--- config.mk ---
export PLATFORM = sky130hd
export DESIGN_NAME = tape_biphase_edge_decoder
export DESIGN_NICKNAME = d
export VERILOG_FILES = /design/src/hw/rtl/tbd_pkg.sv /design/src/hw/rtl/tape_biphase_edge_decoder.sv
export VERILOG_INCLUDE_DIRS = /design/src /design/src/hw/rtl
export SDC_FILE = /design/constraint.sdc
export NUM_CORES = 1
export LEC_CHECK = 0
export BUFFER_PORTS_ARGS = -buffer_cell sky130_fd_sc_hd__buf_2
export CAP_MARGIN = 10
export CORE_UTILIZATION = 50
export CTS_CLUSTER_DIAMETER = 30
export DETAILED_ROUTE_END_ITERATION = 8
export HOLD_SLACK_MARGIN = 0.08
export PLACE_DENSITY = 0.66
export SLEW_MARGIN = 20
export SYNTH_ARGS = -nofsm -noshare
export SYNTH_HDL_FRONTEND = slang
export SYNTH_SLANG_ARGS = --single-unit
--- constraint.sdc ---
create_clock -name clk -period 10.4 [get_ports clk]
set_clock_uncertainty 0.15 [all_clocks]
set_input_delay 1.04 -clock clk [delete_from_list [all_inputs] [get_ports clk]]
set_output_delay 1.04 -clock clk [all_outputs]
set_load 0.03 [all_outputs]
--- src/hw/rtl/assert_macros.svh ---
// ----------------------------------------------------------------------------
// assert_macros.svh
// Concurrent assertion shorthands, clocked on clk and disabled in rst.
// ----------------------------------------------------------------------------
`ifndef ASSERT_MACROS_SVH
`define ASSERT_MACROS_SVH

`ifndef NO_ASSERTIONS

// Temporal property, written out in full by the caller.
`define ASSERT_PROP(label, prop, msg) \
  label: assert property (@(posedge clk) disable iff (rst) (prop)) else $error(msg);

// Condition that holds at every clock edge.
`define ASSERT_INV(label, cond, msg) \
  label: assert property (@(posedge clk) disable iff (rst) (cond)) else $error(msg);

`else

`define ASSERT_PROP(label, prop, msg)
`define ASSERT_INV(label, cond, msg)

`endif

`endif

--- src/hw/rtl/tbd_pkg.sv ---
// ----------------------------------------------------------------------------
// tbd_pkg
// Types and constants of the tape biphase edge decoder.
// ----------------------------------------------------------------------------
package tbd_pkg;

  localparam logic [7:0]  SYNC_LENGTH_RESET = 8'd16;
  localparam logic [15:0] GAP_TIMEOUT_RESET = 16'd5000;
  localparam int          CFG_DATA_W        = 16;

  typedef enum logic [0:0] {
    CMD_EDGE = 1'b0,
    CMD_POLL = 1'b1
  } cmd_t;

  typedef enum logic [0:0] {
    KIND_DATA = 1'b0,
    KIND_DONE = 1'b1
  } kind_t;

  typedef enum logic [0:0] {
    REG_SYNC_LENGTH = 1'b0,
    REG_GAP_TIMEOUT = 1'b1
  } cfg_reg_t;

  typedef struct packed {
    cmd_t        command;
    logic [31:0] timestamp;
  } in_item_t;

  typedef struct packed {
    kind_t       result_kind;
    logic [7:0]  data_byte;
    logic [15:0] byte_count;
  } out_item_t;

endpackage

--- src/hw/rtl/tape_biphase_edge_decoder.sv ---
// A result passes through the input register and then the result register.
// Throughput: one item per cycle unless out_stall holds a waiting result; the state
// update per edge is a single compare/average pass. An item that gives no result leaves
// the input register as soon as no result is waiting under out_stall.
// Reset (rst, synchronous, active high): sync_length = 16, gap_timeout = 5000,
// decoder state cleared, sync counter reloaded, both registers empty.
// ----------------------------------------------------------------------------
// tape_biphase_edge_decoder
// Biphase-mark tape decoder: locks onto the preamble with an adaptive period
// estimate, classifies edge intervals as short or long and assembles bytes.
// ----------------------------------------------------------------------------
`include "assert_macros.svh"

module tape_biphase_edge_decoder import tbd_pkg::*; (
  input  logic                  clk,
  input  logic                  rst,
  // config write port
  input  logic                  cfg_wr_en,
  input  cfg_reg_t              cfg_index,
  input  logic [CFG_DATA_W-1:0] cfg_wr_data,
  // input items
  input  logic                  in_valid,
  output logic                  in_stall,
  input  in_item_t              in_item,
  // result items
  output logic                  out_valid,
  input  logic                  out_stall,
  output out_item_t             out_item
);

  // --------------------------------------------------------------------------
  // Config registers
  // --------------------------------------------------------------------------
  logic [7:0]  sync_length;
  logic [15:0] gap_timeout;

  always_ff @(posedge clk) begin
    if (rst) begin
      sync_length <= SYNC_LENGTH_RESET;
      gap_timeout <= GAP_TIMEOUT_RESET;
    end else if (cfg_wr_en) begin
      unique case (cfg_index)
        REG_SYNC_LENGTH: sync_length <= cfg_wr_data[7:0];
        REG_GAP_TIMEOUT: gap_timeout <= cfg_wr_data[15:0];
      endcase
    end
  end

  // --------------------------------------------------------------------------
  // Input register. The stage moves on whenever the result register can take
  // a new item; it never waits on the decode itself.
  // --------------------------------------------------------------------------
  logic     stage_valid;
  in_item_t stage_item;
  logic     advance;
  logic     in_accept;

  assign advance   = stage_valid && (!out_valid || !out_stall);
  assign in_stall  = stage_valid && !advance;
  assign in_accept = in_valid && !in_stall;

  always_ff @(posedge clk) begin
    if (rst) begin
      stage_valid <= 1'b0;
    end else if (in_accept) begin
      stage_valid <= 1'b1;
    end else if (advance) begin
      stage_valid <= 1'b0;
    end
  end

  always_ff @(posedge clk) begin
    if (in_accept) begin
      stage_item <= in_item;
    end
  end

  // --------------------------------------------------------------------------
  // Decoder state
  // --------------------------------------------------------------------------
  logic [31:0] last_edge_time,  last_edge_time_next;
  logic [15:0] period_estimate, period_estimate_next;
  logic [7:0]  sync_remaining,  sync_remaining_next;
  logic        receiving,       receiving_next;
  logic        current_bit,     current_bit_next;
  logic        half_phase,      half_phase_next;
  logic [7:0]  shift_byte,      shift_byte_next;
  logic [3:0]  bits_held,       bits_held_next;
  logic [15:0] bytes_received,  bytes_received_next;

  // --------------------------------------------------------------------------
  // Interval measurement and classification
  // --------------------------------------------------------------------------
  logic [31:0] interval;      // time since last edge, mod 2^32
  logic [15:0] interval_lo;   // valid once the gap check has passed
  logic        gap;           // interval beyond gap_timeout
  logic [15:0] half;          // period / 2
  logic [16:0] p_plus_half;   // 1.5 * period
  logic [17:0] p_times3;      // 3 * period
  logic [16:0] sum_short;
  logic [16:0] sum_long;
  logic        too_short;
  logic        sync_mismatch;
  logic        lock_out_range;
  logic        is_long;

  assign interval       = stage_item.timestamp - last_edge_time;
  assign interval_lo    = interval[15:0];
  assign gap            = interval > {16'd0, gap_timeout};
  assign half           = {1'b0, period_estimate[15:1]};
  assign p_plus_half    = {1'b0, period_estimate} + {1'b0, half};
  assign p_times3       = {2'b00, period_estimate} + {1'b0, period_estimate, 1'b0};
  assign sum_short      = {1'b0, period_estimate} + {1'b0, interval_lo};
  assign sum_long       = {1'b0, period_estimate} + {2'b00, interval_lo[15:1]};
  assign too_short      = interval_lo < half;
  assign sync_mismatch  = too_short || ({1'b0, interval_lo} > p_plus_half);
  assign lock_out_range = too_short || ({2'b00, interval_lo} > p_times3);
  assign is_long        = {1'b0, interval_lo} >= p_plus_half;

  // --------------------------------------------------------------------------
  // Next state and result
  // --------------------------------------------------------------------------
  logic        res_valid;
  out_item_t   res_item;
  logic        do_shift;
  logic        bit_in;
  logic [7:0]  shifted;
  logic [3:0]  bits_inc;
  logic        emit_byte;

  assign shifted  = {shift_byte[6:0], bit_in};
  assign bits_inc = bits_held + 4'd1;

  always_comb begin
    last_edge_time_next  = last_edge_time;
    period_estimate_next = period_estimate;
    sync_remaining_next  = sync_remaining;
    receiving_next       = receiving;
    current_bit_next     = current_bit;
    half_phase_next      = half_phase;
    shift_byte_next      = shift_byte;
    bits_held_next       = bits_held;
    bytes_received_next  = bytes_received;
    res_valid            = 1'b0;
    res_item             = '0;
    do_shift             = 1'b0;
    bit_in               = current_bit;
    emit_byte            = 1'b0;

    if (stage_item.command == CMD_POLL) begin
      // end of recording: only reported while a frame is in progress
      if (receiving && gap) begin
        receiving_next       = 1'b0;
        res_valid            = 1'b1;
        res_item.result_kind = KIND_DONE;
        res_item.data_byte   = 8'd0;
        res_item.byte_count  = bytes_received;
      end
    end else begin
      last_edge_time_next = stage_item.timestamp;
      priority if (gap) begin
        // signal lost: keep the period, hunt for preamble again
        sync_remaining_next = sync_length;
        receiving_next      = 1'b0;
      end else if (sync_remaining != 8'd0) begin
        if (sync_mismatch) begin
          period_estimate_next = interval_lo;
          sync_remaining_next  = sync_length;
          receiving_next       = 1'b0;
        end else begin
          period_estimate_next = sum_short[16:1];
          sync_remaining_next  = sync_remaining - 8'd1;
        end
      end else if (lock_out_range) begin
        period_estimate_next = interval_lo;
        sync_remaining_next  = sync_length;
        receiving_next       = 1'b0;
      end else begin
        period_estimate_next = is_long ? sum_long[16:1] : sum_short[16:1];
        if (!receiving) begin
          // first long interval is the start bit
          if (is_long) begin
            current_bit_next    = 1'b1;
            receiving_next      = 1'b1;
            half_phase_next     = 1'b1;
            shift_byte_next     = 8'd1;
            bits_held_next      = 4'd1;
            bytes_received_next = 16'd0;
          end
        end else if (is_long) begin
          current_bit_next = ~current_bit;
          half_phase_next  = 1'b1;
          bit_in           = ~current_bit;
          do_shift         = 1'b1;
        end else begin
          // second short of a pair carries the bit
          half_phase_next = ~half_phase;
          do_shift        = ~half_phase;
        end
      end
    end

    if (do_shift) begin
      if (bits_inc == 4'd8) begin
        emit_byte            = 1'b1;
        res_valid            = 1'b1;
        res_item.result_kind = KIND_DATA;
        res_item.data_byte   = shifted;
        res_item.byte_count  = bytes_received;
        bytes_received_next  = bytes_received + 16'd1;
        shift_byte_next      = 8'd0;
        bits_held_next       = 4'd0;
      end else begin
        shift_byte_next = shifted;
        bits_held_next  = bits_inc;
      end
    end
  end

  always_ff @(posedge clk) begin
    if (rst) begin
      last_edge_time  <= 32'd0;
      period_estimate <= 16'd0;
      sync_remaining  <= SYNC_LENGTH_RESET;
      receiving       <= 1'b0;
      current_bit     <= 1'b0;
      half_phase      <= 1'b0;
      shift_byte      <= 8'd0;
      bits_held       <= 4'd0;
      bytes_received  <= 16'd0;
    end else if (advance) begin
      last_edge_time  <= last_edge_time_next;
      period_estimate <= period_estimate_next;
      sync_remaining  <= sync_remaining_next;
      receiving       <= receiving_next;
      current_bit     <= current_bit_next;
      half_phase      <= half_phase_next;
      shift_byte      <= shift_byte_next;
      bits_held       <= bits_held_next;
      bytes_received  <= bytes_received_next;
    end
  end

  // --------------------------------------------------------------------------
  // Result register
  // --------------------------------------------------------------------------
  always_ff @(posedge clk) begin
    if (rst) begin
      out_valid <= 1'b0;
    end else if (advance) begin
      out_valid <= res_valid;
    end else if (out_valid && !out_stall) begin
      out_valid <= 1'b0;
    end
  end

  always_ff @(posedge clk) begin
    if (advance && res_valid) begin
      out_item <= res_item;
    end
  end

  // --------------------------------------------------------------------------
  // Assertions
  // --------------------------------------------------------------------------
  `ASSERT_INV(a_rx_locked, !receiving || (sync_remaining == 8'd0),
              "receiving while unlocked")
  `ASSERT_INV(a_bits_range, !receiving || (bits_held <= 4'd7),
              "bit count out of range")
  `ASSERT_PROP(a_byte_clear,
               (advance && emit_byte) |=> (bits_held == 4'd0 && shift_byte == 8'd0),
               "shifter not cleared after byte")
  `ASSERT_PROP(a_byte_count,
               (advance && emit_byte) |=> (bytes_received == $past(bytes_received) + 16'd1),
               "byte count not advanced")
  `ASSERT_PROP(a_done_clears,
               (advance && res_valid && res_item.result_kind == KIND_DONE) |=> !receiving,
               "receiving after end of recording")

endmodule

# Word level (Yosys, flattened, before mapping)
# Index checks and enable logic that the tools add are counted.
totals:
  regBits: 170
  latch_bits: 0
  ram_bits: 0
  mem_bits_ro: 0
  in_bits: 55
  out_inout_bits: 27
  word_cells: 140
  n_memories: 0
op_classes:
  n_addsub: 8
  n_mul: 0
  div_mod_pow: 0
  magnitude_cmp: 5
  eq_ne: 8
  shifts: 0
  muxes: 67
  bitwise_logic: 7
  reduce_logical: 27
op_table:
  columns: ["operator", "count"]
  rows:
  - ["$mux 16", 12]
  - ["$mux 25", 4]
  - ["$mux 7", 8]
  - ["$add 16x15->17", 2]
  - ["$gt 32x16->1", 1]
  - ["$mux 4", 8]
  - ["$mux 8", 4]
  - ["$sub 32x32->32", 1]
  - ["$mux 1", 31]
  - ["$add 16x17->18", 1]
  - ["$gt 16x18->1", 1]
  - ["$add 16x16->17", 1]
  - ["$ge 16x17->1", 1]
  - ["$gt 16x17->1", 1]
  - ["$add 16x1->16 const B", 1]
  - ["$lt 16x15->1", 1]
  - ["$ne 2x1->1 const B", 5]
  - ["$reduce_and 3->1", 3]
  - ["$reduce_bool 2->1", 4]
  - ["$reduce_bool 8->1", 1]
  - ["$sub 8x1->8 const B", 1]
  - ["$not 1->1", 7]
  - ["$reduce_and 7->1", 1]
  - ["$logic_and 1x1->1", 6]
  - ["9 further kinds", 16]

# Depth between registers and ports, before layout
# Gate-level depths: netlist of run 1.
logic_depth:
  ltp_word: 10
  mapped_depth: 25
  depth_no_buf: 23

# Worst setup path before layout of run 1
# No wires, ideal clock.
synth_timing:
  path_kind: "register to register"
  startpoint: "register stage_item[0] in the netlist's numbering"
  endpoint: "register out_item[0] in the netlist's numbering, enable pin"
  setup_ns: 0.410
  t_arrival_ns: 6.727
  required_ns: 9.840
  setup_slack_ns: 3.113
  path_stages_with_launch: 23
  synth_period_minus_slack_ns: 7.287
  path_cell_list: "edfxtp_1 > inv_1 > ha_1 > inv_1 > fa_1 > a21o_1 > a311o_1 > nor4b_4 > or3_1 > xor2_1 > ha_1 > nand3_1 > or2_2 > or4_1 > a21oi_1 > o31ai_1 > or4_1 > or3_4 > or2_1 > buf_2 > or3_4 > o22ai_4 > nor2b_1"
synth_between:
  elab_chain_cells: 10
  word_cells_on_any_way: 18
synth_rtl:
  columns: ["element", "line_no", "text"]
  rows:
  - ["start: declaration", "tape_biphase_edge_decoder.sv:54", "in_item_t stage_item;"]
  - ["start signal: assignment", "tape_biphase_edge_decoder.sv:74", "stage_item <= in_item;"]
  - ["$sub 32x32->32 *", "tape_biphase_edge_decoder.sv:107", "assign interval = stage_item.timestamp - last_edge_time;"]
  - ["$ge 16x17->1", "tape_biphase_edge_decoder.sv:118", "assign is_long = {1'b0, interval_lo} >= p_plus_half;"]
  - ["$mux 1", "tape_biphase_edge_decoder.sv:190", "end else if (is_long) begin"]
  - ["$mux 1", "tape_biphase_edge_decoder.sv:180", "if (!receiving) begin"]
  - ["$mux 1", "tape_biphase_edge_decoder.sv:174", "end else if (lock_out_range) begin"]
  - ["$mux 1", "tape_biphase_edge_decoder.sv:165", "end else if (sync_remaining != 8'd0) begin"]
  - ["$mux 1", "tape_biphase_edge_decoder.sv:161", "priority if (gap) begin"]
  - ["$mux 1", "tape_biphase_edge_decoder.sv:150", "if (stage_item.command == CMD_POLL) begin"]
  - ["$mux 1 *", "tape_biphase_edge_decoder.sv:203", "if (do_shift) begin"]
  - ["$logic_and 1x1->1 *", "tape_biphase_edge_decoder.sv:258", "if (advance && res_valid) begin"]
  - ["end signal: assignment", "tape_biphase_edge_decoder.sv:259", "out_item <= res_item;"]
  - ["end: declaration", "tape_biphase_edge_decoder.sv:28", "output out_item_t out_item"]
# Mark *: on every way between the ends. The rest lies on a longest branch, timed or not.
# A chain may end at the register's enable or synchronous reset.

# Final worst setup path of run 1
# Same ends and word-level chain as after synthesis.

==> results of run 1 <==
-- power by group --
part           internal [mW]  leakage, nW  switching (mW)
registers              0.706         1.40          0.0116
logic                  0.249         3.87           0.380
clock network          0.317        0.273           0.310
total                   1.27         5.55           0.702
-- layout make-up --
class                           count  area share (%)
Clock buffer                       18           3.053
Clock inverter                     14          0.9436
Inverter                           99           2.644
Multi-Input combinational cell   1218           58.61
Sequential cell                   170           28.34
Tap cell                          330           2.938
Timing Repair Buffer               92           3.472
-- cells by family after synthesis --
| group | synth area share, % |
|---|---|
| adders and majority gates | 14.23 |
| muxes | 2.290 |
| xor gates and xnor gates | 3.357 |
| AOI/OAI and AO/OA | 23.76 |
| buffers and inverters | 4.698 |
| DFF | 31.16 |
| and+or+nand+nor | 20.50 |
-- worst max-delay path by stage --
stage / startpoint / end / slack, ns / cells after the start
finish: stage_item[0] / out_item[0] / 2.70 / 21
global route: stage_item[0] / out_item[17] / 2.29 / 21
CTS: stage_item[0] / out_item[17] / 2.68 / 21
detailed placement: stage_item[0] / out_item[9] / 2.73 / 21
global placement: stage_item[0] / out_item[5] / 2.54 / 21
floorplan: stage_item[0] / out_item[0] / 3.11 / 22
-- cell usage after synthesis (all sizes together) (6+ instances only) --
library cell  count  area (um^2)
nand2           206        773.2
a21oi           152        760.7
ha              139         1739
dfxtp           112         2242
inv              99        371.6
nor2             91        344.1
o21ai            79        395.4
edfxtp           58         1742
a21o             53        397.9
nand3            46        230.2
clkbuf           37        140.1
and2             32        200.2
xnor2            28        245.2
or3              25        166.4
o21a             23        172.7
nor3             22        110.1
xor2             21        183.9
a21boi           19        142.6
a211oi           18        135.1
mux2i            18        180.2
buf              17        88.83
nand2b           17        106.4
nor2b            17        106.4
o211ai           17        127.6
nand4            16        100.1
a221oi           15        137.6
or2              14        87.59
a31oi            12        75.07
and3             11        68.82
and4             10        87.58
mux2             10        112.6
o21bai            8        60.06
nor4              7        58.81
nor4b             7        97.59
o31ai             7        52.55
a2111oi           6        58.80
a211o             6        52.55
-- worst min-delay path, stage by stage, from the launching register on --
cell     delay, ns
dfxtp_1       0.31
nand2_1       0.05
a21oi_1       0.05
-- through the flow --
| step | area (um^2) | hold slack (ns) | instances | util, % | power (mW) |
|---|---|---|---|---|---|
| after floorplan | 12780 | 0.2675 | 1541 | - | 1.185 |
| final | 14060 | 0.3028 | 1941 | 55.98 | 1.974 |
| after detailed placement | 13490 | 0.2943 | 1909 | 53.71 | 1.350 |
| after global placement | 13480 | 0.2755 | 1909 | 53.69 | 1.340 |
| after global routing | 14060 | 0.3245 | 1941 | 55.98 | 2.087 |
| after CTS | 14050 | 0.3054 | 1941 | 55.95 | 1.981 |
-- per-layer routing --
metal / part of all wire [%] / routed length (um) / global-route usage [%] / up-vias
met2: 48 / 15790 / 43.68 / 264
met4: 1.6 / 529 / 6.947 / 0
met1: 46 / 15260 / 33.76 / 5421
li1: - / - / - / 5719
met3: 3.8 / 1264 / 2.962 / 37
met5: 0 / 0 / 0 / -
-- state kept, by name, indices dropped and copies added (netlist names), 4 cells and up --
name             flops
period_estimate     16
gap_timeout         16
bits_held            4
shift_byte           7
out_item            25
last_edge_time      32
stage_item          33
bytes_received      16
sync_remaining       8
sync_length          8
==> impl_metrics.xml, run 1 <==
<?xml version="1.0" encoding="UTF-8"?>
<metrics>
  <group name="setup_path">
    <metric name="critPathCaptureType" unit="">flip-flop</metric>
    <metric name="reg2reg_slack" unit="ns">2.70</metric>
    <metric name="cp-start-kind" unit="">flip-flop</metric>
    <metric name="slowest_stage" unit="">xor2_1</metric>
    <metric name="r2r_end" unit="">out_item[0]</metric>
    <metric name="crit_fanout" unit="">25</metric>
    <metric name="critPathTopFamily" unit="">simple AND/OR/NAND/NOR gates</metric>
    <metric name="maximum_single_stage_delay_on_the_critical_path" unit="ns">0.68</metric>
    <metric name="crit_required" unit="ns">10.31</metric>
    <metric name="worstReg2RegStart" unit="">stage_item[0]</metric>
    <metric name="worstPathCellList" unit="">inv_1 -&gt; ha_1 -&gt; inv_1 -&gt; fa_1 -&gt; a21o_1 -&gt; a311o_1 -&gt; nor4b_4 -&gt; or3_1 -&gt; xor2_1 -&gt; ha_1 -&gt; nand3_1 -&gt; or2_2 -&gt; or4_1 -&gt; a21oi_1 -&gt; o31ai_1 -&gt; or4_1 -&gt; or3_4 -&gt; or2_1 -&gt; or3_4 -&gt; o22ai_4 -&gt; nor2b_4</metric>
    <metric name="worst_r2r_path_depth" unit="">21</metric>
    <metric name="worst-setup-path-type" unit="">flip-flop to flip-flop</metric>
    <metric name="critical_path_arrival" unit="ns">7.61</metric>
    <metric name="timing.critical_path.buf_inv" unit="">2</metric>
  </group>
  <group name="place">
    <metric name="dp_worst_setup_slack" unit="ns">2.730</metric>
    <metric name="gp_routability_congestion" unit="">0.9526</metric>
    <metric name="io_buffers" unit="">81</metric>
    <metric name="place_hpwl" unit="um">24170</metric>
  </group>
  <group name="global_route">
    <metric name="first_global_vias" unit="">10760</metric>
    <metric name="grt.overflow.total" unit="">0</metric>
    <metric name="grt_first_pass_wirelength" unit="um">53720</metric>
    <metric name="grt_antenna_before_repair" unit="">0</metric>
    <metric name="groute.usage.overall" unit="%">25.48</metric>
    <metric name="grt_start_max_net_pins" unit="">67</metric>
  </group>
  <group name="synthesis">
    <metric name="synth_sequential_area_ratio" unit="%">31.16</metric>
    <metric name="number_of_flops_mapped_to_enable_cells_by_yosys" unit="">58</metric>
    <metric name="postSynth.topFlopCell" unit="">dfxtp_1</metric>
    <metric name="synth-async-reset-ratio" unit="%">0</metric>
    <metric name="synth_nets" unit="">1739</metric>
    <metric name="synth.avg_cell_area" unit="um^2">8.296</metric>
    <metric name="syn_inst" unit="">1541</metric>
    <metric name="synth_seq_cells" unit="">170</metric>
    <metric name="ys.warnings.count" unit="">0</metric>
    <metric name="yosys.cell_types.count" unit="">79</metric>
    <metric name="synth_cell_area" unit="mm^2">0.01278</metric>
  </group>
  <group name="clock_network">
    <metric name="clock_tree_from_tritoncts" unit="">yes</metric>
    <metric name="cts-resized-gates" unit="">0</metric>
    <metric name="hold_buffers" unit="">0</metric>
    <metric name="clockRootBuffer" unit="">clkbuf_16</metric>
    <metric name="htree_levels" unit="">4</metric>
    <metric name="clk_pin_slew_worst_paths" unit="ns">0.07</metric>
    <metric name="cts-buffers-inserted" unit="">17</metric>
    <metric name="cts_max_path_buffers" unit="">2</metric>
    <metric name="cts_post_setup_buffers_inserted" unit="">0</metric>
    <metric name="clock-sinks" unit="">170</metric>
    <metric name="worstSkewPairLatency" unit="ns">0.44</metric>
  </group>
  <group name="floorplan">
    <metric name="floorplan.initialDensity" unit="%">50.92</metric>
    <metric name="floorplan.die.height" unit="um">161.9</metric>
    <metric name="placeableCoreArea" unit="mm^2">0.02511</metric>
    <metric name="floorplan_row_count" unit="">58</metric>
    <metric name="die_w" unit="um">161.9</metric>
    <metric name="die_outline_area" unit="mm^2">0.02621</metric>
    <metric name="io_pins" unit="">82</metric>
  </group>
  <group name="power">
    <metric name="powerDensity" unit="mW/mm^2">140.5</metric>
    <metric name="leakagePower" unit="nW">5.551</metric>
    <metric name="peakVddDrop" unit="mV">0.1050</metric>
  </group>
  <group name="finish">
    <metric name="antenna_cells_inserted" unit="">0</metric>
    <metric name="layout.nets" unit="">1796</metric>
    <metric name="area_growth_syn_to_layout" unit="%">9.943</metric>
    <metric name="area.sequential" unit="mm^2">0.003984</metric>
    <metric name="most_common_cell_after_layout_fill_and_taps_aside" unit="">nand2_1</metric>
    <metric name="multi_input_comb_area" unit="mm^2">0.008238</metric>
    <metric name="most-common-layout-cells" unit="">nand2_1 (206), a21oi_1 (150), ha_1 (139), dfxtp_1 (112), inv_1 (99)</metric>
    <metric name="layout.filler_cells" unit="">2396</metric>
    <metric name="post_route_cells_drive_above_1_share" unit="%">10.55</metric>
  </group>
  <group name="sta">
    <metric name="slew-limit-headroom" unit="%">21.36</metric>
    <metric name="setup_slack" unit="ns">2.704</metric>
    <metric name="tightest_slew" unit="ns">1.171</metric>
    <metric name="fmax" unit="MHz">129.9</metric>
    <metric name="report.final.setup_viol" unit="">0</metric>
    <metric name="finalCritPeriodShare" unit="%">74.00</metric>
    <metric name="unrepaired_setup_endpoints_after_global_routing" unit="">false</metric>
    <metric name="final_hold_viol_count" unit="">0</metric>
    <metric name="fin_max_slew_vios" unit="">0</metric>
    <metric name="layout_min_cycle_time" unit="ns">7.696</metric>
    <metric name="accumulated_negative_setup_slack" unit="ns">0</metric>
  </group>
  <group name="hold_path">
    <metric name="min_from" unit="">sync_length[3]</metric>
    <metric name="path_type_of_the_worst_min_delay_path" unit="">flip-flop to flip-flop</metric>
    <metric name="worst_hold_path.endpoint" unit="">sync_length[3]</metric>
    <metric name="hold-path-cell-count" unit="">2</metric>
  </group>
  <group name="drt">
    <metric name="routed_wl" unit="um">32850</metric>
    <metric name="drc" unit="">0</metric>
    <metric name="drt-vias-per-instance" unit="">5.894</metric>
    <metric name="via_count" unit="">11440</metric>
    <metric name="post_drt_wl_per_cell" unit="um">16.92</metric>
    <metric name="antenna_violating_nets_post_route" unit="">0</metric>
    <metric name="drt-initial-drc-count" unit="">734</metric>
    <metric name="drt-pass1-iter-count" unit="">5</metric>
  </group>
  <group name="status">
    <metric name="outcome" unit="">finished clean</metric>
  </group>
  <group name="run">
    <metric name="drv_cap" unit="">0</metric>
  </group>
</metrics>
No activity file was read; power rests on OpenSTA's default activity.
==> inputs of run 2 (changes only) <==
==> constraint.sdc (replaced) <==
create_clock -name clk -period 7.2 [get_ports clk]
set_clock_uncertainty 0.15 [all_clocks]
set_input_delay 0.72 -clock clk [delete_from_list [all_inputs] [get_ports clk]]
set_output_delay 0.72 -clock clk [all_outputs]
set_load 0.03 [all_outputs]
==> run 2 against run 1 <==
Against the previous run: worst setup slack got worse by 2.4 ns; die area stayed put; cell count rose by 0.52%; utilization up 0.60 points; via count about the same; clock power rose by 59%; total power up 50%.
==> impl_metrics.xml, run 2 (same netlist as run 1, synthesis figures left out) <==
<?xml version="1.0" encoding="UTF-8"?>
<metrics>
  <group name="finish">
    <metric name="largest_register" unit="">stage_item</metric>
    <metric name="layout.nets" unit="">1806</metric>
    <metric name="largest_reg_flops" unit="">33</metric>
    <metric name="most_common_cell_after_layout_fill_and_taps_aside" unit="">nand2_1</metric>
    <metric name="area.sequential" unit="mm^2">0.003984</metric>
    <metric name="area_growth_syn_to_layout" unit="%">11.12</metric>
    <metric name="post_route_cells_drive_above_1_share" unit="%">11.23</metric>
    <metric name="multi_input_comb_area" unit="mm^2">0.008234</metric>
    <metric name="antenna_cells_inserted" unit="">0</metric>
    <metric name="cell_count_final_fillers_out" unit="">1951</metric>
    <metric name="top_regs" unit="">stage_item (33), last_edge_time (32), out_item (25)</metric>
    <metric name="most-common-layout-cells" unit="">nand2_1 (206), a21oi_1 (151), ha_1 (139), dfxtp_1 (112), inv_1 (99)</metric>
    <metric name="layout.filler_cells" unit="">2372</metric>
  </group>
  <group name="drt">
    <metric name="antenna_violating_nets_post_route" unit="">0</metric>
    <metric name="drt-vias-per-instance" unit="">5.861</metric>
    <metric name="via_count" unit="">11440</metric>
    <metric name="routed_wl" unit="um">32800</metric>
    <metric name="drt-pass1-iter-count" unit="">5</metric>
    <metric name="post_drt_wl_per_cell" unit="um">16.81</metric>
    <metric name="drc" unit="">0</metric>
    <metric name="drt-initial-drc-count" unit="">679</metric>
  </group>
  <group name="clock_network">
    <metric name="worstSkewPairLatency" unit="ns">0.44</metric>
    <metric name="cts-buffers-inserted" unit="">17</metric>
    <metric name="cts-resized-gates" unit="">0</metric>
    <metric name="cts_max_path_buffers" unit="">2</metric>
    <metric name="clock_tree_from_tritoncts" unit="">yes</metric>
    <metric name="hold_buffers" unit="">0</metric>
    <metric name="clockRootBuffer" unit="">clkbuf_16</metric>
    <metric name="htree_levels" unit="">4</metric>
    <metric name="clock-sinks" unit="">170</metric>
    <metric name="cts_post_setup_buffers_inserted" unit="">0</metric>
    <metric name="clk_pin_slew_worst_paths" unit="ns">0.08</metric>
  </group>
  <group name="sta">
    <metric name="tightest_slew" unit="ns">1.048</metric>
    <metric name="layout_min_cycle_time" unit="ns">6.858</metric>
    <metric name="unrepaired_setup_endpoints_after_global_routing" unit="">false</metric>
    <metric name="accumulated_negative_setup_slack" unit="ns">0</metric>
    <metric name="finalCritPeriodShare" unit="%">95.25</metric>
    <metric name="report.final.setup_viol" unit="">0</metric>
    <metric name="setup_slack" unit="ns">0.3420</metric>
    <metric name="fin_max_slew_vios" unit="">0</metric>
    <metric name="final_hold_viol_count" unit="">0</metric>
    <metric name="fmax" unit="MHz">145.8</metric>
    <metric name="slew-limit-headroom" unit="%">30.15</metric>
  </group>
  <group name="hold_path">
    <metric name="hold-path-cell-count" unit="">1</metric>
    <metric name="path_type_of_the_worst_min_delay_path" unit="">input pin to flip-flop</metric>
    <metric name="min_from" unit="">in_item[3]</metric>
    <metric name="worst_hold_path.endpoint" unit="">stage_item[3]</metric>
  </group>
  <group name="setup_path">
    <metric name="crit_required" unit="ns">7.16</metric>
    <metric name="maximum_single_stage_delay_on_the_critical_path" unit="ns">0.52</metric>
    <metric name="reg2reg_slack" unit="ns">0.34</metric>
    <metric name="critical_path_arrival" unit="ns">6.82</metric>
    <metric name="r2r_end" unit="">out_item[0]</metric>
    <metric name="crit_fanout" unit="">25</metric>
    <metric name="worst_r2r_path_depth" unit="">22</metric>
    <metric name="worst-setup-path-type" unit="">flip-flop to flip-flop</metric>
    <metric name="critPathCaptureType" unit="">flip-flop</metric>
    <metric name="worstReg2RegStart" unit="">stage_item[0]</metric>
    <metric name="slowest_stage" unit="">or4_1</metric>
    <metric name="worstPathCellList" unit="">inv_1 -&gt; ha_1 -&gt; inv_1 -&gt; fa_1 -&gt; a21o_1 -&gt; a311o_1 -&gt; nor4b_4 -&gt; or3_1 -&gt; xor2_2 -&gt; ha_1 -&gt; nand3_1 -&gt; or2_2 -&gt; or4_1 -&gt; a21oi_1 -&gt; o31ai_1 -&gt; or4_1 -&gt; or3_4 -&gt; or2_1 -&gt; or3_4 -&gt; o22ai_4 -&gt; nor2b_2 -&gt; buf_4</metric>
    <metric name="cp-start-kind" unit="">flip-flop</metric>
  </group>
  <group name="global_route">
    <metric name="grt.overflow.total" unit="">0</metric>
    <metric name="first_global_vias" unit="">10790</metric>
    <metric name="grt_antenna_before_repair" unit="">0</metric>
    <metric name="groute.usage.overall" unit="%">25.45</metric>
    <metric name="grt_first_pass_wirelength" unit="um">53670</metric>
    <metric name="grt_start_max_net_pins" unit="">67</metric>
  </group>
  <group name="run">
    <metric name="drv_cap" unit="">0</metric>
  </group>
  <group name="place">
    <metric name="gp_routability_congestion" unit="">0.9354</metric>
    <metric name="io_buffers" unit="">81</metric>
    <metric name="dp_worst_setup_slack" unit="ns">0.1713</metric>
    <metric name="placed_cells_incl_taps" unit="">1919</metric>
    <metric name="place_hpwl" unit="um">24610</metric>
  </group>
  <group name="floorplan">
    <metric name="io_pins" unit="">82</metric>
    <metric name="die_outline_area" unit="mm^2">0.02621</metric>
    <metric name="die_w" unit="um">161.9</metric>
    <metric name="floorplan.initialDensity" unit="%">50.92</metric>
    <metric name="floorplan.die.height" unit="um">161.9</metric>
    <metric name="placeableCoreArea" unit="mm^2">0.02511</metric>
    <metric name="floorplan_row_count" unit="">58</metric>
  </group>
  <group name="power">
    <metric name="report.power.total" unit="mW">2.960</metric>
    <metric name="powerDensity" unit="mW/mm^2">208.3</metric>
    <metric name="leakagePower" unit="nW">5.737</metric>
    <metric name="peakVddDrop" unit="mV">0.1894</metric>
  </group>
  <group name="status">
    <metric name="outcome" unit="">finished clean</metric>
  </group>
</metrics>
==> run 2: cell types whose count changed in the layout (fill, tap and decap cells not counted), sizes merged <==
| cell | before | now |
|---|---|---|
| clkbuf | 18 | 17 |
| clkinvlp | 1 | 0 |
| buf | 92 | 102 |
| inv | 107 | 109 |
==> run 2: worst max-delay path, delay by kind of cell (launching register included) <==
family                   cells  cell delay [ns]
AND/OR/NAND/NOR             10             3.32
AO/OA/AOI/OAI                5             1.05
flip-flops                   1             0.39
adder cells (fa/ha/maj)      3             0.77
XOR/XNOR                     1             0.41
buffers and inverters        3             0.43
==> run 2: worst max-delay path by stage <==
stage	startpoint	to	slack, ns	cells after the start
2_1_floorplan	stage_item[0]	out_item[0]	0.37	22
4_1_cts	stage_item[0]	out_item[0]	0.16	22
3_3_place_gp	stage_item[0]	out_item[0]	0.31	22
3_5_place_dp	stage_item[0]	out_item[13]	0.17	22
5_1_grt	stage_item[0]	out_item[0]	0.01	22
6_report	stage_item[0]	out_item[0]	0.34	22
==> run 2: per-layer routing <==
metal  part of all wire (%)  vias up  GRT usage (%)
li1                       -     5734              -
met1                     46     5359          33.03
met2                     47      282          43.00
met3                    4.2       60          3.652
met4                    2.8        0          9.048
met5                      0        -              0
==> run 2: area by class of cell <==
| class | instances | area share, % |
|---|---|---|
| clock inverters | 15 | 1.515 |
| flip-flops and latches | 170 | 28.04 |
| multi-input cells | 1218 | 57.96 |
| repair buffers | 102 | 3.963 |
| clock buffers | 17 | 2.995 |
| inverters | 99 | 2.616 |
| well taps | 330 | 2.906 |
==> run 2: power by group <==
part | internal, mW | total [mW] | switching, mW
combinational | 0.368 | 0.921 | 0.553
clock | 0.490 | 1.00 | 0.512
sequential | 1.02 | 1.04 | 0.0169
total | 1.88 | 2.96 | 1.08
==> run 2: stage by stage <==
step | utilization, % | instance area [um^2] | hold slack (ns)
2_1_floorplan | - | 12790 | 0.2675
3_3_place_gp | 53.98 | 13550 | 0.2780
3_5_place_dp | 53.98 | 13550 | 0.2840
4_1_cts | 56.53 | 14190 | 0.2862
5_1_grt | 56.58 | 14210 | 0.2782
6_report | 56.58 | 14210 | 0.3013
==> inputs of run 3 (changes only) <==
--- a/config.mk
+++ b/config.mk
@@ -12,7 +12,7 @@
 export CTS_CLUSTER_DIAMETER = 30
 export DETAILED_ROUTE_END_ITERATION = 8
 export HOLD_SLACK_MARGIN = 0.08
-export PLACE_DENSITY = 0.66
+export PLACE_DENSITY = 0.68
 export SLEW_MARGIN = 20
 export SYNTH_ARGS = -nofsm -noshare
 export SYNTH_HDL_FRONTEND = slang
==> constraint.sdc (replaced) <==
create_clock -name clk -period 5.5 [get_ports clk]
set_clock_uncertainty 0.15 [all_clocks]
set_input_delay 0.55 -clock clk [delete_from_list [all_inputs] [get_ports clk]]
set_output_delay 0.55 -clock clk [all_outputs]
set_load 0.03 [all_outputs]
==> run 3 against run 2 <==
Against the previous run: the flow now finishes with violations (setup timing); register-to-register slack worse by 0.70 ns; clock power up 25%; cell count up 9.4%; combinational power up 65%; total power up 40%; largest power group is now combinational cells.
==> impl_metrics.xml, run 3 (same netlist as run 1, synthesis figures left out) <==
<?xml version="1.0" encoding="UTF-8"?>
<metrics>
  <group name="sta">
    <metric name="layout_min_cycle_time" unit="ns">5.862</metric>
    <metric name="final_hold_viol_count" unit="">0</metric>
    <metric name="slew-limit-headroom" unit="%">30.10</metric>
    <metric name="setup_slack" unit="ns">-0.3619</metric>
    <metric name="fmax" unit="MHz">170.6</metric>
    <metric name="report.final.setup_viol" unit="">93</metric>
    <metric name="unrepaired_setup_endpoints_after_global_routing" unit="">true</metric>
    <metric name="finalCritPeriodShare" unit="%">106.6</metric>
    <metric name="fin_max_slew_vios" unit="">0</metric>
    <metric name="tightest_slew" unit="ns">1.047</metric>
  </group>
  <group name="clock_network">
    <metric name="hold_buffers" unit="">0</metric>
    <metric name="clock_tree_from_tritoncts" unit="">yes</metric>
    <metric name="cts-buffers-inserted" unit="">17</metric>
    <metric name="clk_pin_slew_worst_paths" unit="ns">0.08</metric>
    <metric name="clockRootBuffer" unit="">clkbuf_16</metric>
    <metric name="worstSkewPairLatency" unit="ns">0.44</metric>
    <metric name="clock-sinks" unit="">170</metric>
    <metric name="htree_levels" unit="">4</metric>
    <metric name="cts_max_path_buffers" unit="">2</metric>
  </group>
  <group name="finish">
    <metric name="top_regs" unit="">stage_item (33), last_edge_time (32), out_item (25)</metric>
    <metric name="most_common_cell_after_layout_fill_and_taps_aside" unit="">nand2_1</metric>
    <metric name="largest_register" unit="">stage_item</metric>
    <metric name="most-common-layout-cells" unit="">nand2_1 (203), buf_4 (167), a21oi_1 (146), ha_1 (135), dfxtp_1 (112)</metric>
    <metric name="antenna_cells_inserted" unit="">0</metric>
    <metric name="layout.filler_cells" unit="">2173</metric>
    <metric name="post_route_cells_drive_above_1_share" unit="%">24.45</metric>
    <metric name="multi_input_comb_area" unit="mm^2">0.008682</metric>
    <metric name="cell_count_final_fillers_out" unit="">2134</metric>
    <metric name="final_design_area_no_fill" unit="mm^2">0.01624</metric>
    <metric name="largest_reg_flops" unit="">33</metric>
    <metric name="area_growth_syn_to_layout" unit="%">27.01</metric>
    <metric name="area.sequential" unit="mm^2">0.003984</metric>
    <metric name="layout.nets" unit="">1989</metric>
  </group>
  <group name="status">
    <metric name="failed_checks" unit="">setup timing</metric>
    <metric name="outcome" unit="">finished with violations</metric>
  </group>
  <group name="setup_path">
    <metric name="crit_fanout" unit="">11</metric>
    <metric name="worst-setup-path-type" unit="">flip-flop to flip-flop</metric>
    <metric name="critPathMostFrequentCell" unit="">or3_4</metric>
    <metric name="worst_r2r_path_depth" unit="">22</metric>
    <metric name="timing.critical_path.buf_inv" unit="">4</metric>
    <metric name="worstPathCellList" unit="">inv_1 -&gt; ha_2 -&gt; inv_2 -&gt; fa_2 -&gt; a21o_1 -&gt; a311o_1 -&gt; buf_6 -&gt; a2111oi_4 -&gt; nor3_2 -&gt; ha_1 -&gt; nand3_2 -&gt; or2_4 -&gt; or4_4 -&gt; a21oi_4 -&gt; o31ai_4 -&gt; or4_1 -&gt; or3_4 -&gt; or2_1 -&gt; or3_4 -&gt; o22ai_4 -&gt; nor2b_4 -&gt; buf_8</metric>
    <metric name="crit_required" unit="ns">5.50</metric>
    <metric name="r2r_end" unit="">out_item[23]</metric>
    <metric name="slowest_stage" unit="">or4_4</metric>
    <metric name="critPathTopFamily" unit="">simple AND/OR/NAND/NOR gates</metric>
    <metric name="critPathCaptureType" unit="">flip-flop</metric>
    <metric name="worstReg2RegStart" unit="">stage_item[0]</metric>
    <metric name="cp-start-kind" unit="">flip-flop</metric>
    <metric name="critical_path_arrival" unit="ns">5.86</metric>
    <metric name="maximum_single_stage_delay_on_the_critical_path" unit="ns">0.43</metric>
    <metric name="reg2reg_slack" unit="ns">-0.36</metric>
  </group>
  <group name="drt">
    <metric name="via_count" unit="">12330</metric>
    <metric name="drt-pass1-iter-count" unit="">6</metric>
    <metric name="antenna_violating_nets_post_route" unit="">0</metric>
    <metric name="drt-vias-per-instance" unit="">5.779</metric>
    <metric name="drt-initial-drc-count" unit="">763</metric>
    <metric name="routed_wl" unit="um">35320</metric>
    <metric name="post_drt_wl_per_cell" unit="um">16.55</metric>
    <metric name="drc" unit="">0</metric>
  </group>
  <group name="place">
    <metric name="placed_cells_incl_taps" unit="">2068</metric>
    <metric name="io_buffers" unit="">81</metric>
    <metric name="dp_worst_setup_slack" unit="ns">-0.7285</metric>
    <metric name="gp_routability_congestion" unit="">0.9580</metric>
    <metric name="place_hpwl" unit="um">25950</metric>
    <metric name="dpl-instance-area" unit="mm^2">0.01479</metric>
  </group>
  <group name="power">
    <metric name="peakVddDrop" unit="mV">0.2003</metric>
    <metric name="internal_power" unit="mW">2.662</metric>
    <metric name="leakagePower" unit="nW">6.844</metric>
    <metric name="switching_share" unit="%">35.62</metric>
    <metric name="clock_share_of_power" unit="%">30.3</metric>
    <metric name="seq_power_share" unit="%">32.8</metric>
    <metric name="powerDensity" unit="mW/mm^2">254.7</metric>
    <metric name="report.power.total" unit="mW">4.135</metric>
    <metric name="share_comb_of_total_power" unit="%">36.8</metric>
    <metric name="p_switching" unit="mW">1.473</metric>
  </group>
  <group name="global_route">
    <metric name="groute.layer.met2.usage" unit="%">46.43</metric>
    <metric name="grt.overflow.total" unit="">0</metric>
    <metric name="first_global_vias" unit="">11670</metric>
    <metric name="grtUsageMet1" unit="%">34.80</metric>
    <metric name="groute.usage.overall" unit="%">26.87</metric>
    <metric name="grt_first_pass_wirelength" unit="um">56790</metric>
    <metric name="grt.busiest_layer" unit="">met2</metric>
    <metric name="grt_start_max_net_pins" unit="">67</metric>
    <metric name="met3_usage_grt" unit="%">3.166</metric>
    <metric name="grt_antenna_before_repair" unit="">0</metric>
  </group>
  <group name="hold_path">
    <metric name="hold-path-cell-count" unit="">1</metric>
    <metric name="worst_hold_path.endpoint" unit="">stage_item[18]</metric>
    <metric name="path_type_of_the_worst_min_delay_path" unit="">input pin to flip-flop</metric>
    <metric name="min_from" unit="">in_item[18]</metric>
  </group>
  <group name="floorplan">
    <metric name="placeableCoreArea" unit="mm^2">0.02511</metric>
    <metric name="die_w" unit="um">161.9</metric>
    <metric name="floorplan_row_count" unit="">58</metric>
    <metric name="floorplan.die.height" unit="um">161.9</metric>
    <metric name="die_outline_area" unit="mm^2">0.02621</metric>
    <metric name="io_pins" unit="">82</metric>
    <metric name="floorplan.initialDensity" unit="%">50.92</metric>
  </group>
  <group name="run">
    <metric name="drv_cap" unit="">0</metric>
  </group>
</metrics>
-- run 3: stage by stage --
stage	TNS, ns	hold WS (ns)	utilization (%)
final	-24.32	0.1303	64.67
after global routing	-41.99	0.1167	64.67
after CTS	-21.30	0.1194	62.85
after detailed placement	-38.63	0.2824	58.90
after global placement	-28.53	0.2747	58.90
after floorplan	-28.94	0.2675	-
-- run 3: layout make-up --
cell class / count / share of cell area, %
repair buffers: 285 / 13.43
multi-input cells: 1218 / 53.47
clock inverters: 14 / 1.033
inverters: 99 / 2.288
flip-flops and latches: 170 / 24.53
well taps: 330 / 2.543
clock buffers: 18 / 2.705
-- run 3: routing by layer --
metal / vias up / share of wire (%) / wire length [um]
met5: - / 0 / 0
met4: 0 / 2.7 / 959
met3: 70 / 4.5 / 1599
met2: 368 / 48 / 16970
met1: 5780 / 45 / 15790
li1: 6114 / - / -
-- run 3: worst register-to-register path: stages, from the launching register on --
cell	delay (ns)
edfxtp_1	0.38
inv_1	0.07
ha_2	0.17
inv_2	0.04
fa_2	0.35
a21o_1	0.19
a311o_1	0.36
buf_6	0.15
a2111oi_4	0.38
nor3_2	0.11
ha_1	0.30
nand3_2	0.07
or2_4	0.23
or4_4	0.43
a21oi_4	0.15
o31ai_4	0.10
or4_1	0.41
or3_4	0.36
or2_1	0.24
or3_4	0.36
o22ai_4	0.17
nor2b_4	0.25
buf_8	0.18
-- run 3: how the worst max path moves through the flow --
stage / from / to / slack, ns / cells after the start
after CTS: stage_item[0] / bytes_received[1] / -0.35 / 23
after detailed placement: stage_item[0] / sync_remaining[5] / -0.73 / 21
after floorplan: stage_item[0] / out_item[0] / -0.76 / 22
final: stage_item[0] / out_item[23] / -0.36 / 22
after global placement: stage_item[0] / sync_remaining[6] / -0.57 / 21
after global routing: stage_item[0] / out_item[18] / -0.55 / 22
-- run 3: timing repair --
item	CTS	global route
resized for setup	44	103
endpoints found under the setup margin	103	105
hold endpoints to repair	0	0
buffers inserted	16	16
cloned	4	2
pin swaps	35	21
-- run 3: power groups by stage --
stage	clock network [mW]	registers, mW	logic [mW]
floorplan	0	1.38	0.868
global placement	0	1.39	1.36
detailed placement	0	1.39	1.38
CTS	1.27	1.36	1.43
global route	1.32	1.36	1.67
finish	1.25	1.36	1.52
